**config.mk**
```make
export PLATFORM = sky130hd
export DESIGN_NAME = keypad_mmss_countdown_timer_unit
export DESIGN_NICKNAME = d
export VERILOG_FILES = /design/src/hdl/kmct_pkg.sv /design/src/hdl/keypad_mmss_countdown_timer_unit.sv
export SDC_FILE = /design/constraint.sdc
export NUM_CORES = 1
export LEC_CHECK = 0
export ABC_AREA = 1
export ABC_CLOCK_PERIOD_IN_PS = 8800
export BUFFER_PORTS_ARGS = -buffer_cell sky130_fd_sc_hd__buf_2
export CAP_MARGIN = 20
export CORE_ASPECT_RATIO = 1.25
export CORE_MARGIN = 8
export CORE_UTILIZATION = 45
export CTS_CLUSTER_DIAMETER = 30
export DETAILED_ROUTE_END_ITERATION = 16
export PLACE_DENSITY = 0.68
export SETUP_SLACK_MARGIN = 0.1
export SLEW_MARGIN = 30
export SYNTH_ARGS = -nofsm -noshare
export SYNTH_HDL_FRONTEND = slang
export SYNTH_SLANG_ARGS = --single-unit
```
**constraint.sdc**
```tcl
create_clock -name clk -period 8.8 [get_ports clk]
set_input_delay 0.44 -clock clk [delete_from_list [all_inputs] [get_ports clk]]
set_output_delay 0.44 -clock clk [all_outputs]
set_load 0.01 [all_outputs]
```
**src/hdl/kmct_pkg.sv**
```systemverilog
package kmct_pkg;

  typedef enum logic [1:0] {
    MODE_ENTRY = 2'd0,
    MODE_RUN   = 2'd1,
    MODE_PAUSE = 2'd2
  } mode_t;

  typedef enum logic [1:0] {
    BEEP_NONE  = 2'd0,
    BEEP_SHORT = 2'd1,
    BEEP_LONG  = 2'd2
  } beep_t;

  localparam logic       OP_KEY    = 1'b0;
  localparam logic       OP_TICK   = 1'b1;
  localparam logic [3:0] KEY_DIGIT_MAX = 4'd9;
  localparam logic [3:0] KEY_CLEAR = 4'd10;
  localparam logic [3:0] KEY_START = 4'd11;
  localparam logic [3:0] TENS_MAX  = 4'd5;
  localparam logic [3:0] ONES_MAX  = 4'd9;
  localparam logic [2:0] POS_DASH  = 3'd2;
  localparam logic [2:0] POS_SEC_TENS = 3'd3;
  localparam logic [2:0] POS_SEC_ONES = 3'd4;
  localparam logic [2:0] POS_FULL  = 3'd5;

  typedef logic [3:0] bcd_t;
  // index 0 minute tens, 1 minute ones, 2 second tens, 3 second ones
  typedef bcd_t [3:0] digits_t;

  typedef struct packed {
    logic    zero;
    digits_t digits;
  } step_t;

  // one countdown step with borrows; zero flags a time already at 00-00
  function automatic step_t count_step(digits_t d);
    step_t s;
    s.zero   = (d == '0);
    s.digits = d;
    if (!s.zero) begin
      if (d[3] != '0) begin
        s.digits[3] = d[3] - 4'd1;
      end else begin
        s.digits[3] = ONES_MAX;
        if (d[2] != '0) begin
          s.digits[2] = d[2] - 4'd1;
        end else begin
          s.digits[2] = TENS_MAX;
          if (d[1] != '0) begin
            s.digits[1] = d[1] - 4'd1;
          end else begin
            s.digits[1] = ONES_MAX;
            if (d[0] != '0) begin
              s.digits[0] = d[0] - 4'd1;
            end
          end
        end
      end
    end
    return s;
  endfunction

endpackage

```
**src/hdl/keypad_mmss_countdown_timer_unit.sv**
```systemverilog
// channel | ports                                   | direction
// in      | in_valid in_ready in_op in_key_code     | event in
// out     | out_valid out_ready out_mode ... out_finished | result out
//
// one result per item, next cycle after accept; one item per cycle while not stalled
// the whole update is one pass of logic from the state registers to the result register
// synchronous active-low reset: entry mode, empty entry, all digits zero
// a new item is taken while the held result is being taken in the same cycle
// a stalled result blocks new items only while out_ready stays low
module keypad_mmss_countdown_timer_unit (
  input  logic       clk,
  input  logic       rst_n,
  input  logic       in_valid,
  output logic       in_ready,
  input  logic       in_op,
  input  logic [3:0] in_key_code,
  output logic       out_valid,
  input  logic       out_ready,
  output logic [1:0] out_mode,
  output logic       out_relay_on,
  output logic [2:0] out_entered_count,
  output logic [3:0] out_min_tens,
  output logic [3:0] out_min_ones,
  output logic [3:0] out_sec_tens,
  output logic [3:0] out_sec_ones,
  output logic [1:0] out_beep,
  output logic       out_finished
);
  import kmct_pkg::*;

  mode_t   mode_r, mode_nxt;
  logic [2:0] pos_r, pos_nxt;
  digits_t entry_r, entry_nxt;
  digits_t rem_r, rem_nxt;
  beep_t   beep_nxt;
  logic    fin_nxt;

  logic       out_valid_r;
  logic [1:0] out_mode_r, out_mode_nxt;
  logic       out_relay_r, out_relay_nxt;
  logic [2:0] out_count_r, out_count_nxt;
  digits_t    out_digits_r, out_digits_nxt;
  logic [1:0] out_beep_r;
  logic       out_fin_r;

  step_t      run_step, start_step;
  logic [2:0] x;
  logic       tens;
  logic [2:0] slot_pos;
  logic       accept;

  assign in_ready = !out_valid_r || out_ready;
  assign accept   = in_valid && in_ready;

  assign run_step   = count_step(rem_r);
  assign start_step = count_step(entry_r);

  // next state
  always_comb begin
    mode_nxt  = mode_r;
    pos_nxt   = pos_r;
    entry_nxt = entry_r;
    rem_nxt   = rem_r;
    beep_nxt  = BEEP_NONE;
    fin_nxt   = 1'b0;
    x         = pos_r;
    tens      = (pos_r == 3'd0) || (pos_r == POS_SEC_TENS);
    slot_pos  = (pos_r < POS_DASH) ? pos_r : pos_r - 3'd1;
    unique case (mode_r)
      MODE_RUN: begin
        if (in_op == OP_TICK) begin
          rem_nxt = run_step.digits;
          if (run_step.zero) begin
            mode_nxt = MODE_ENTRY;
            pos_nxt  = '0;
            beep_nxt = BEEP_LONG;
            fin_nxt  = 1'b1;
          end
        end else if (in_key_code == KEY_START) begin
          mode_nxt = MODE_PAUSE;
          beep_nxt = BEEP_SHORT;
        end
      end
      MODE_PAUSE: begin
        if (in_op == OP_KEY && in_key_code == KEY_START) begin
          mode_nxt = MODE_RUN;
          beep_nxt = BEEP_SHORT;
          rem_nxt  = run_step.digits;
          if (run_step.zero) begin
            mode_nxt = MODE_ENTRY;
            pos_nxt  = '0;
            beep_nxt = BEEP_LONG;
            fin_nxt  = 1'b1;
          end
        end else if (in_op == OP_KEY && in_key_code == KEY_CLEAR) begin
          mode_nxt = MODE_ENTRY;
          pos_nxt  = '0;
          beep_nxt = BEEP_LONG;
        end
      end
      default: begin
        if (in_op == OP_KEY) begin
          if (in_key_code <= KEY_DIGIT_MAX) begin
            if (x < POS_FULL && x != POS_DASH && !(tens && in_key_code > TENS_MAX)) begin
              entry_nxt[slot_pos[1:0]] = in_key_code;
              x = x + 3'd1;
            end
          end else if (in_key_code == KEY_CLEAR) begin
            if (x == POS_SEC_TENS) begin
              x = POS_DASH;
            end
            if (x != '0) begin
              x = x - 3'd1;
            end
          end else if (in_key_code == KEY_START && x >= POS_FULL) begin
            rem_nxt  = start_step.digits;
            mode_nxt = MODE_RUN;
            beep_nxt = BEEP_SHORT;
            if (start_step.zero) begin
              x        = '0;
              mode_nxt = MODE_ENTRY;
              beep_nxt = BEEP_LONG;
              fin_nxt  = 1'b1;
            end
          end
          if (x == POS_DASH) begin
            x = POS_SEC_TENS;
          end
          if (x > POS_FULL) begin
            x = POS_FULL;
          end
          pos_nxt = x;
        end
      end
    endcase
  end

  // result fields
  always_comb begin
    out_digits_nxt = '0;
    if (mode_nxt == MODE_RUN || mode_nxt == MODE_PAUSE) begin
      out_mode_nxt   = mode_nxt;
      out_relay_nxt  = (mode_nxt == MODE_RUN);
      out_count_nxt  = '0;
      out_digits_nxt = rem_nxt;
    end else begin
      out_mode_nxt  = MODE_ENTRY;
      out_relay_nxt = 1'b0;
      out_count_nxt = pos_nxt;
      if (pos_nxt >= 3'd1) begin
        out_digits_nxt[0] = entry_nxt[0];
      end
      if (pos_nxt >= POS_DASH) begin
        out_digits_nxt[1] = entry_nxt[1];
      end
      if (pos_nxt >= POS_SEC_ONES) begin
        out_digits_nxt[2] = entry_nxt[2];
      end
      if (pos_nxt >= POS_FULL) begin
        out_digits_nxt[3] = entry_nxt[3];
      end
    end
  end

  always_ff @(posedge clk) begin
    if (!rst_n) begin
      mode_r      <= MODE_ENTRY;
      pos_r       <= '0;
      entry_r     <= '0;
      rem_r       <= '0;
      out_valid_r <= 1'b0;
    end else begin
      if (accept) begin
        mode_r      <= mode_nxt;
        pos_r       <= pos_nxt;
        entry_r     <= entry_nxt;
        rem_r       <= rem_nxt;
        out_valid_r <= 1'b1;
      end else if (out_ready) begin
        out_valid_r <= 1'b0;
      end
    end
  end

  always_ff @(posedge clk) begin
    if (accept) begin
      out_mode_r   <= out_mode_nxt;
      out_relay_r  <= out_relay_nxt;
      out_count_r  <= out_count_nxt;
      out_digits_r <= out_digits_nxt;
      out_beep_r   <= beep_nxt;
      out_fin_r    <= fin_nxt;
    end
  end

  assign out_valid         = out_valid_r;
  assign out_mode          = out_mode_r;
  assign out_relay_on      = out_relay_r;
  assign out_entered_count = out_count_r;
  assign out_min_tens      = out_digits_r[0];
  assign out_min_ones      = out_digits_r[1];
  assign out_sec_tens      = out_digits_r[2];
  assign out_sec_ones      = out_digits_r[3];
  assign out_beep          = out_beep_r;
  assign out_finished      = out_fin_r;

`ifndef SYNTHESIS
  a_relay_only_running: assert property (@(posedge clk) disable iff (!rst_n)
    out_valid |-> (out_relay_on == (out_mode == MODE_RUN)))
    else $error("relay state disagrees with mode");

  a_finish_ends_run: assert property (@(posedge clk) disable iff (!rst_n)
    (out_valid && out_finished) |->
      (out_beep == BEEP_LONG && out_mode == MODE_ENTRY && out_entered_count == '0))
    else $error("finish without long beep and return to entry");

  a_count_only_entry: assert property (@(posedge clk) disable iff (!rst_n)
    (out_valid && out_entered_count != '0) |->
      (out_mode == MODE_ENTRY && out_entered_count != POS_DASH
       && out_entered_count <= POS_FULL))
    else $error("bad entered count");

  a_accept_gives_result: assert property (@(posedge clk) disable iff (!rst_n)
    (in_valid && in_ready) |=> out_valid)
    else $error("accepted item gave no result");

  a_stall_holds_state: assert property (@(posedge clk) disable iff (!rst_n)
    !(in_valid && in_ready) |=> ($stable(mode_r) && $stable(pos_r) && $stable(rem_r)))
    else $error("state changed without an item");
`endif

endmodule

```
* Word level (Yosys, flattened, before mapping) *
Cells that the tools add are included.

cells by class
  multiplexer cells = 94
  equal/unequal tests = 9
  bitwise operators = 1
  reductions and logical operators = 27
  add/subtract/negate cells = 11
  order comparisons = 12

operators with widths
  cell                                                      count
  two-way mux 16 bit                                        13
  two-way mux 3 bit                                         22
  two-way mux 4 bit                                         15
  two-way mux 2 bit                                         20
  zero test 16 bit                                          2
  case mux 16 bit (2 select lines)                          1
  nonzero test 4 bit                                        8
  subtractor 4 x 1 -> 4 bit, second input constant          8
  two-way mux 12 bit                                        2
  bitwise mux 16 bit                                        1
  two-way mux 8 bit                                         2
  two-way mux 1 bit                                         13
  greater-or-equal comparator 3 bit, second input constant  3
  demux 4 bit (select 2 bit)                                1
  equality test 4 bit, second input constant                2
  logical AND 1 bit                                         8
  case mux 2 bit (2 select lines)                           2
  equality test 3 x 2 -> 1 bit, second input constant       2
  case mux 3 bit (2 select lines)                           1
  equality test 2 x 1 -> 1 bit, second input constant       2
  equality test 2 bit, second input constant                2
  > comparator 4 x 3 -> 1 bit, second input constant        1
  <= comparator 4 bit, second input constant                1
  adder 3 x 1 -> 3 bit, second input constant               1
  18 further kinds                                          21

word-level totals
  word-level logic and storage cells = 174
  output and inout bits = 27
  bits in registers = 63
  bits of input ports = 9

* Logic depth before layout (Yosys ltp) *
Gate-level depths: netlist (run 1).

  word-level depth = 23
  depth in mapped cells = 20
  depth with buffers taken out = 18

* Worst setup path after synthesis (run 1) *
OpenSTA, ideal clock, no wires.

  kind = reg-to-reg
  from = reg rem_r[12] in the netlist's numbering
  to = reg out_digits_r (netlist bit out_min_tens[1]), data pin
  period minus slack after synthesis = 2.857 ns
  path slack = 5.943 ns
  required time = 8.547 ns
  path buffers = 2
  stages on the path, launching flop included = 21
  arrival = 2.605 ns
  library setup time = 0.253 ns
  path through = dfxtp_1 -> inv_1 -> ha_1 -> nand3_4 -> inv_2 -> nand2_1 -> nor2_4 -> nand2_2 -> nand2_2 -> nand2_1 -> nand3_1 -> o211ai_1 -> nand3_1 -> inv_1 -> ha_1 -> clkbuf_1 -> inv_1 -> clkbuf_1 -> nor2_1 -> nand2_1 -> nand2_1

RTL lines
  what                    line                                     text
  start, declared         keypad_mmss_countdown_timer_unit.sv:34   digits_t rem_r, rem_nxt;
  start signal, assigned  keypad_mmss_countdown_timer_unit.sv:177  rem_r <= rem_nxt;
  end signal, assigned    keypad_mmss_countdown_timer_unit.sv:190  out_digits_r <= out_digits_nxt;
  end, declared           keypad_mmss_countdown_timer_unit.sv:42   digits_t out_digits_r, out_digits_nxt;

==> results.py, run 1 <==
metrics = {
    "clocking": {
        "cts_root_buffer": "clkbuf_16",
        "clkLatencyLatePin_ps": 340,
        "cts_resized": 0,
        "path_clk_slew_ps": 60,
        "cts_sinks": 63,
        "cts_tree": "yes",
        "cts_made_buffers": 9,
        "htreeDepth": 3,
        "clk_path_buf_depth": 2,
        "cts_setup_buffers": 0,
        "cts.hold.buffers_added": 0,
    },
    "power": {
        "netSwitchingPower_mw": 0.377,
        "leakage_nw": 2.50,
        "seqPwrFrac_pct": 34.1,
        "p_clk_share_pct": 36.2,
        "peakVddDrop_v": 0.000103,
        "p_comb_share_pct": 29.6,
        "p_sw_share_pct": 35.7,
        "p_int_mw": 0.679,
        "p_per_area_nw_per_um2": 205,
    },
    "sta": {
        "fmax_mhz": 270,
        "timing.final.crit_share_pct": 42.1,
        "layout_setup_ws_ps": 5100,
        "relSlewSlack_pct": 39.6,
        "finClkSkew_ps": 14.1,
        "finalSetupTns_ps": 0,
        "finalHoldViolCount": 0,
        "slew_violations": 0,
        "rsz0062_at_grt": "no",
        "max_slew.worst_pin.slew_ps": 904,
        "period_needed_ps": 3700,
        "finalSetupViolCount": 0,
    },
    "logic_synthesis": {
        "synthFlopType": "dfxtp_1",
        "synth_edf_count": 25,
        "async_flop_share_pct": 0,
        "synth_top_area_share_pct": 16.5,
        "ys_ff_latch": 63,
        "synthesis.area_sq_um": 4610,
        "yosysUniqueCellTypes": 41,
        "syn_nets": 712,
        "seq_area_frac_synth_pct": 32.8,
        "synth.avg_cell_area_sq_um": 6.68,
        "synth_cells": 689,
        "synth_area_leaders": "dfxtp_1 17%, edfxtp_1 16%, nand2_1 13%, inv_1 6.6%, o21ai_0 6.2%",
        "yosysTopAreaCell": "dfxtp_1",
        "yosys_warnings": 0,
    },
    "grt": {
        "grt_pass1_wl_um": 22100,
        "grt_pass1_vias": 4341,
        "grt-ovfl-total": 0,
        "grt_use_total_pct": 20.2,
        "grt_max_degree": 61,
        "antenna_found_initial": 0,
    },
    "cells_and_area": {
        "nets": 737,
        "area_growth_pct": 12.2,
        "insertedDiodeCount": 0,
        "layout_commonest_cell": "nand2_1",
        "layout_common_cells": "163 x nand2_1, 80 x inv_1, 57 x o21ai_0",
        "drive_gt1_share_pct": 16.3,
    },
    "placement": {
        "place_ws_ps": 4860,
        "place_congestion": 0.939,
        "numPortBuffers": 35,
        "post-dp-hpwl_um": 9780,
    },
    "drt": {
        "routed_wl_um": 13500,
        "vias": 4677,
        "dr.first_iter.drc_count": 344,
        "via_per_inst": 5.52,
        "wl_per_cell_um": 15.9,
        "drcViolationCount": 0,
        "drtPass1Iterations": 5,
        "detail-route-antenna-nets": 0,
    },
    "floorplanning": {
        "dieArea_sq_um": 13700,
        "ios": 36,
        "row_count": 41,
        "start_util_pct": 45.8,
        "die_h_um": 129,
        "coreArea_sq_um": 10100,
        "dieWidth_um": 106,
    },
    "setup_path": {
        "r2r_cells": 12,
        "worstPathRequired_ps": 8870,
        "crit_type": "flop to flop",
        "crit_path_start": "mode_r[0]",
        "timing.rr.end": "out_sec_tens[3]",
        "critPathSlowestCell": "inv_1",
        "cp_top_family": "buffers and inverters",
        "worstReg2RegStart": "mode_r[0]",
        "r2r_slack_ps": 5100,
        "crit_path_start_kind": "flop",
        "crit_buf_inv": 4,
        "crit_arrival_ps": 3780,
        "cp_common_cell": "inv_1",
        "cpPeakStageDelay_ps": 680,
        "crit_fanout": 32,
        "endpoint_kind": "flop",
        "path_cells": "inv_1 -> ha_1 -> inv_2 -> nor2_1 -> nand2_1 -> nand3_1 -> inv_1 -> ha_1 -> inv_1 -> nor2_8 -> nand2_1 -> o21ai_1",
    },
    "min_path": {
        "min_to": "out_valid",
        "min_path_type": "input port to flop",
        "hp-start": "out_ready",
        "min_delay_path_depth": 4,
    },
    "job": {
        "max_cap_viol_count": 0,
    },
    "status": {
        "status": "finished, final reports clean",
    },
}
-- per-stage QoR --
stage / utilization, % / hold slack, ps / instance area (sq um) / std cells / power [mW]
final: 51.4 / 410 / 5170 / 848 / 1.06
after global routing: 51.4 / 437 / 5170 / 848 / 1.12
after CTS: 51.4 / 403 / 5170 / 848 / 1.06
after detailed placement: 48.3 / 512 / 4850 / 832 / 0.675
after global placement: 48.3 / 496 / 4850 / 832 / 0.668
after floorplan: - / 489 / 4610 / 689 / 0.593
-- cell type report --
class	instances	area, sq um
timing repair buffer	36	183
sequential	63	1510
clock buffer	9	225
clock inverter	7	87.6
fill	1031	4890
inverter	101	384
tap	129	161
multi-input combinational	503	2620
-- worst max-delay path by stage --
| stage | end | cells past startpoint |
|---|---|---|
| 3_3_place_gp | out_sec_tens[3] | 12 |
| 6_report | out_sec_tens[3] | 12 |
| 2_1_floorplan | out_min_tens[1] | 20 |
| 4_1_cts | out_sec_tens[3] | 12 |
| 3_5_place_dp | out_sec_ones[2] | 12 |
| 5_1_grt | out_sec_ones[2] | 12 |
-- cell usage after synthesis, types with 2 or more instances --
cell type,number
nand4_1,3
nor2_2,11
o211ai_1,19
o21ai_2,2
nand2_4,2
nor2_4,2
a31oi_1,2
o31ai_1,4
dfxtp_1,38
ha_1,14
edfxtp_1,25
nand3_1,45
nand2_1,163
inv_1,81
o2111ai_1,2
buf_2,3
o21ai_0,57
clkbuf_1,16
o21ai_1,26
inv_2,18
nor2_1,49
a21oi_1,55
o22ai_1,6
nor3_1,6
xor2_1,3
nand2_2,16
nand3_2,5
buf_4,3
-- worst register-to-register path, cell delays in order (launching register included) --
cell	delay, ps
dfxtp_1	370
inv_1	70
ha_1	660
inv_2	400
nor2_1	240
nand2_1	130
nand3_1	150
inv_1	60
ha_1	410
inv_1	680
nor2_8	110
nand2_1	110
o21ai_1	70
-- kinds of logic after synthesis --
family | synth area share (%)
xor gates and xnor gates | 0.571
buffers and inverters | 10.4
adders and majority gates | 3.80
DFF | 32.8
and+or+nand+nor | 31.5
AOI/OAI and AO/OA | 20.9
-- registers in the layout, summed over array words and instances, names as in the netlist --
name	flops
pos_r	3
out_beep	2
out_min_ones	4
out_sec_tens	4
out_sec_ones	4
out_valid	1
out_mode	2
out_min_tens	4
rem_r	16
entry_r	16
mode_r	2
out_relay_on	1
out_entered_count	3
out_finished	1
-- power by group through the flow --
stage / clock [mW] / sequential, mW / combinational, mW
2_1_floorplan: 0 / 0.367 / 0.226
3_3_place_gp: 0 / 0.365 / 0.303
3_5_place_dp: 0 / 0.365 / 0.309
4_1_cts: 0.389 / 0.360 / 0.310
5_1_grt: 0.400 / 0.364 / 0.353
6_report: 0.383 / 0.361 / 0.313
-- metal layers --
layer  global-route usage [%]  wire (um)  vias up
li1                         -          -     2336
met1                     26.2       6050     2119
met2                     30.6       6010      182
met4                     11.1        560        0
met5                        0          0        -
met3                     4.22        846       40
No activity file was read; power rests on OpenSTA's default activity.
==> inputs of run 2 (changes only) <==
--- a/config.mk
+++ b/config.mk
@@ -6,7 +6,7 @@
 export NUM_CORES = 1
 export LEC_CHECK = 0
 export ABC_AREA = 1
-export ABC_CLOCK_PERIOD_IN_PS = 8800
+export ABC_CLOCK_PERIOD_IN_PS = 3600
 export BUFFER_PORTS_ARGS = -buffer_cell sky130_fd_sc_hd__buf_2
 export CAP_MARGIN = 20
 export CORE_ASPECT_RATIO = 1.25
==> constraint.sdc (replaced) <==
create_clock -name clk -period 3.6 [get_ports clk]
set_input_delay 0.18 -clock clk [delete_from_list [all_inputs] [get_ports clk]]
set_output_delay 0.18 -clock clk [all_outputs]
set_load 0.01 [all_outputs]
==> results.py, run 2 (synthesis gave the netlist of run 1 again) <==
metrics = {
    "drt": {
        "detail-route-antenna-nets": 0,
        "wl_per_cell_um": 15.5,
        "drcViolationCount": 0,
        "dr.first_iter.drc_count": 474,
        "routed_wl_um": 13200,
        "vias": 4709,
        "via_per_inst": 5.53,
        "drtPass1Iterations": 6,
    },
    "power": {
        "leakage_nw": 2.52,
        "p_total_mw": 2.55,
        "peakVddDrop_v": 0.000226,
        "p_per_area_nw_per_um2": 492,
    },
    "setup_path": {
        "r2r_slack_ps": 570,
        "crit_type": "flop to flop",
        "r2r_cells": 16,
        "worstReg2RegStart": "pos_r[0]",
        "crit_path_start_kind": "flop",
        "crit_arrival_ps": 3110,
        "worstPathRequired_ps": 3680,
        "crit_fanout": 21,
        "endpoint_kind": "flop",
        "crit_path_start": "pos_r[0]",
        "timing.rr.end": "out_sec_ones[2]",
    },
    "cells_and_area": {
        "layout_common_cells": "163 x nand2_1, 81 x inv_1, 57 x o21ai_0",
        "insertedDiodeCount": 0,
        "largest_registers": "entry_r x16, rem_r x16",
        "area_growth_pct": 12.8,
        "layout_commonest_cell": "nand2_1",
        "nets": 741,
        "drive_gt1_share_pct": 16.6,
    },
    "status": {
        "status": "finished, final reports clean",
    },
    "sta": {
        "timing.hold.ws_ps": 156,
        "finalSetupTns_ps": 0,
        "period_needed_ps": 3030,
        "timing.final.crit_share_pct": 84.3,
        "rsz0062_at_grt": "no",
        "finalHoldViolCount": 0,
        "slew_violations": 0,
        "relSlewSlack_pct": 38.8,
        "finalSetupViolCount": 0,
        "max_slew.worst_pin.slew_ps": 916,
        "finClkSkew_ps": 6.25,
        "fmax_mhz": 330,
    },
    "grt": {
        "antenna_found_initial": 0,
        "grt_max_degree": 61,
        "grt_pass1_wl_um": 21300,
        "grt-ovfl-total": 0,
        "grt_pass1_vias": 4289,
        "grt_use_total_pct": 19.3,
    },
    "placement": {
        "place_congestion": 0.982,
        "numPortBuffers": 35,
        "post-dp-hpwl_um": 9680,
    },
    "floorplanning": {
        "die_h_um": 129,
        "dieArea_sq_um": 13700,
        "dieWidth_um": 106,
        "ios": 36,
        "start_util_pct": 45.8,
        "row_count": 41,
        "coreArea_sq_um": 10100,
    },
    "clocking": {
        "path_clk_slew_ps": 50,
        "htreeDepth": 3,
        "cts_resized": 0,
        "cts.hold.buffers_added": 0,
        "cts_sinks": 63,
        "clkLatencyLatePin_ps": 330,
        "cts_setup_buffers": 0,
        "clk_path_buf_depth": 2,
        "cts_made_buffers": 9,
        "cts_tree": "yes",
        "cts_root_buffer": "clkbuf_16",
    },
    "min_path": {
        "hp-start": "out_ready",
        "min_to": "out_valid",
        "min_delay_path_depth": 4,
        "min_path_type": "input port to flop",
    },
    "job": {
        "max_cap_viol_count": 0,
    },
}
==> run 2: where the power goes <==
| part | switching, mW | internal [mW] |
|---|---|---|
| logic | 0.540 | 0.244 |
| registers | 0.0482 | 0.827 |
| clock network | 0.305 | 0.590 |
==> run 2: final cells by class <==
cell class                      count  area [sq um]
Sequential cell                    63          1510
Inverter                          101           384
Clock buffer                       13           270
Timing Repair Buffer               40           213
Clock inverter                      3          40.0
Multi-Input combinational cell    503          2620
Tap cell                          129           161
Fill cell                        1053          4860
==> run 2: how the worst max path moves through the flow <==
| stage | to | slack (ps) | cells past startpoint |
|---|---|---|---|
| detailed placement | out_sec_ones[1] | 620 | 16 |
| floorplan | out_min_tens[1] | 740 | 20 |
| global route | out_sec_ones[0] | 370 | 16 |
| finish | out_sec_ones[2] | 570 | 16 |
| CTS | out_sec_ones[0] | 610 | 16 |
| global placement | out_sec_ones[1] | 760 | 16 |
==> run 2: worst max-delay path: stages, from the launching register on <==
cell	delay, ps
dfxtp_1	500
ha_1	200
nor2_1	40
nand2_1	90
nand2_1	60
nor2_2	110
nand2_1	340
nor2_1	270
nand2_1	120
nand3_1	140
inv_1	60
ha_1	280
inv_1	60
buf_4	260
nor2_8	100
nand3_1	90
nand2_1	50
==> run 2: metrics by stage <==
step                      cells  utilization [%]  worst slack (ps)  area, sq um
after floorplan             689                -               743         4610
after global placement      836             48.6               759         4880
after detailed placement    836             48.6               620         4880
after CTS                   852             51.7               613         5190
after global routing        852             51.7               374         5190
final                       852             51.7               566         5190
==> run 2: per-layer routing <==
layer  vias up  track usage [%]  wire length (um)
li1       2344                -                 -
met1      2145             23.6              5660
met2       196             31.7              6120
met3        24             4.22              1070
met4         0             8.80               354
met5         -                0                 0
==> inputs of run 3 (changes only) <==
--- a/config.mk
+++ b/config.mk
@@ -6,7 +6,7 @@
 export NUM_CORES = 1
 export LEC_CHECK = 0
 export ABC_AREA = 1
-export ABC_CLOCK_PERIOD_IN_PS = 3600
+export ABC_CLOCK_PERIOD_IN_PS = 2800
 export BUFFER_PORTS_ARGS = -buffer_cell sky130_fd_sc_hd__buf_2
 export CAP_MARGIN = 20
 export CORE_ASPECT_RATIO = 1.25
==> constraint.sdc (replaced) <==
create_clock -name clk -period 2.8 [get_ports clk]
set_input_delay 0.14 -clock clk [delete_from_list [all_inputs] [get_ports clk]]
set_output_delay 0.14 -clock clk [all_outputs]
set_load 0.01 [all_outputs]
==> results.py, run 3 (synthesis gave the netlist of run 1 again) <==
metrics = {
    "grt": {
        "grt-ovfl-total": 0,
        "grt_use_total_pct": 20.2,
        "grt_pass1_wl_um": 22000,
        "grt_pass1_vias": 4438,
        "antenna_found_initial": 0,
        "grt_max_degree": 41,
    },
    "floorplanning": {
        "start_util_pct": 45.8,
        "die_h_um": 129,
        "coreArea_sq_um": 10100,
        "row_count": 41,
        "dieWidth_um": 106,
        "ios": 36,
        "dieArea_sq_um": 13700,
    },
    "power": {
        "peakVddDrop_v": 0.000335,
        "leakage_nw": 2.57,
        "p_per_area_nw_per_um2": 603,
        "p_total_mw": 3.20,
    },
    "clocking": {
        "clk_path_buf_depth": 2,
        "cts_made_buffers": 9,
        "htreeDepth": 3,
        "clkLatencyLatePin_ps": 330,
        "cts_setup_buffers": 0,
        "cts_root_buffer": "clkbuf_16",
        "path_clk_slew_ps": 60,
        "cts_sinks": 63,
        "cts_tree": "yes",
    },
    "job": {
        "max_cap_viol_count": 0,
    },
    "sta": {
        "timing.hold.ws_ps": 115,
        "finalSetupViolCount": 0,
        "period_needed_ps": 2480,
        "rsz0062_at_grt": "no",
        "finalSetupTns_ps": 0,
        "slew_violations": 0,
        "timing.final.crit_share_pct": 88.5,
        "layout_setup_ws_ps": 322,
        "finalHoldViolCount": 0,
        "max_slew.worst_pin.slew_ps": 923,
        "relSlewSlack_pct": 38.4,
        "finClkSkew_ps": 6.81,
        "fmax_mhz": 404,
    },
    "drt": {
        "routed_wl_um": 13600,
        "dr.first_iter.drc_count": 369,
        "wl_per_cell_um": 15.7,
        "detail-route-antenna-nets": 0,
        "drcViolationCount": 0,
        "drtPass1Iterations": 6,
        "vias": 4737,
        "via_per_inst": 5.46,
    },
    "setup_path": {
        "crit_fanout": 8,
        "cp_top_family": "simple AND/OR/NAND/NOR gates",
        "crit_arrival_ps": 2570,
        "endpoint_kind": "flop",
        "cpPeakStageDelay_ps": 420,
        "path_cells": "buf_4 -> ha_1 -> ha_1 -> inv_1 -> nand2_1 -> nand2_2 -> nand2_2 -> nor2_1 -> nand2_2 -> o21ai_0 -> nor2_1 -> nand2_1 -> nand2_1",
        "worstPathRequired_ps": 2890,
        "crit_buf_inv": 2,
        "crit_path_start_kind": "flop",
        "crit_type": "flop to flop",
        "critPathSlowestCell": "o21ai_0",
    },
    "placement": {
        "numPortBuffers": 35,
        "place_congestion": 0.947,
        "place_ws_ps": 71.5,
        "post-dp-hpwl_um": 10200,
        "place_area_sq_um": 4990,
        "dp.cells": 851,
    },
    "cells_and_area": {
        "area_growth_pct": 15.1,
        "drive_gt1_share_pct": 19.5,
        "final_util_pct": 52.7,
        "instances_no_fill": 867,
        "multi_input_area_sq_um": 2660,
        "layout.area.seq_sq_um": 1510,
        "insertedDiodeCount": 0,
        "layout_common_cells": "163 x nand2_1, 75 x inv_1, 57 x o21ai_0",
        "fill_cells": 1026,
        "largest_registers": "entry_r x16, rem_r x16",
        "finish.instance_area_sq_um": 5300,
        "nets": 756,
        "layout_commonest_cell": "nand2_1",
    },
    "status": {
        "status": "finished, final reports clean",
    },
    "min_path": {
        "min_path_type": "input port to flop",
    },
}
run 3: worst paths after layout:
check	to	slack, ps	start	cells after the start
worst max-delay path	out_min_tens[2]	320	pos_r[1]	13
worst min-delay path	out_valid	120	out_ready	4
worst max register to register	out_min_tens[2]	320	pos_r[1]	13
worst min register to register	out_valid	530	out_valid	2
run 3: power breakdown:
group          internal, mW  switching (mW)  leakage [nW]  total (mW)
Clock                 0.592           0.409         0.129        1.00
Combinational         0.354           0.720          1.87        1.07
Sequential             1.06          0.0585         0.567        1.12
Total                  2.01            1.19          2.57        3.20
run 3: area by class of cell:
class                   count  area share, %
multi-input cells         503           50.1
flip-flops and latches     63           28.5
inverters                 101           7.29
repair buffers             55           6.14
clock buffers              11           4.39
well taps                 129           3.04
clock inverters             5          0.519
run 3: repair_timing:
action	4_1_cts	5_1_grt
resized for setup	1	12
pin swaps	0	2
endpoints found under the setup margin	12	19
endpoints found under the hold margin	0	0
hold buffers	0	0
run 3: worst min-delay path, delay by kind of cell:
| family | cells | cell delay (ps) |
|---|---|---|
| simple gates | 1 | 80 |
| buf+inv | 2 | 100 |
| compound gates | 1 | 70 |
run 3: layer usage:
layer  track usage (%)  vias to the layer above  share of wire, %
met5                 0                        -                 0
met4              12.3                        0               5.0
met3              3.28                       39               5.4
met2              31.8                      173                45
met1              25.3                     2149                45
li1                  -                     2376                 -
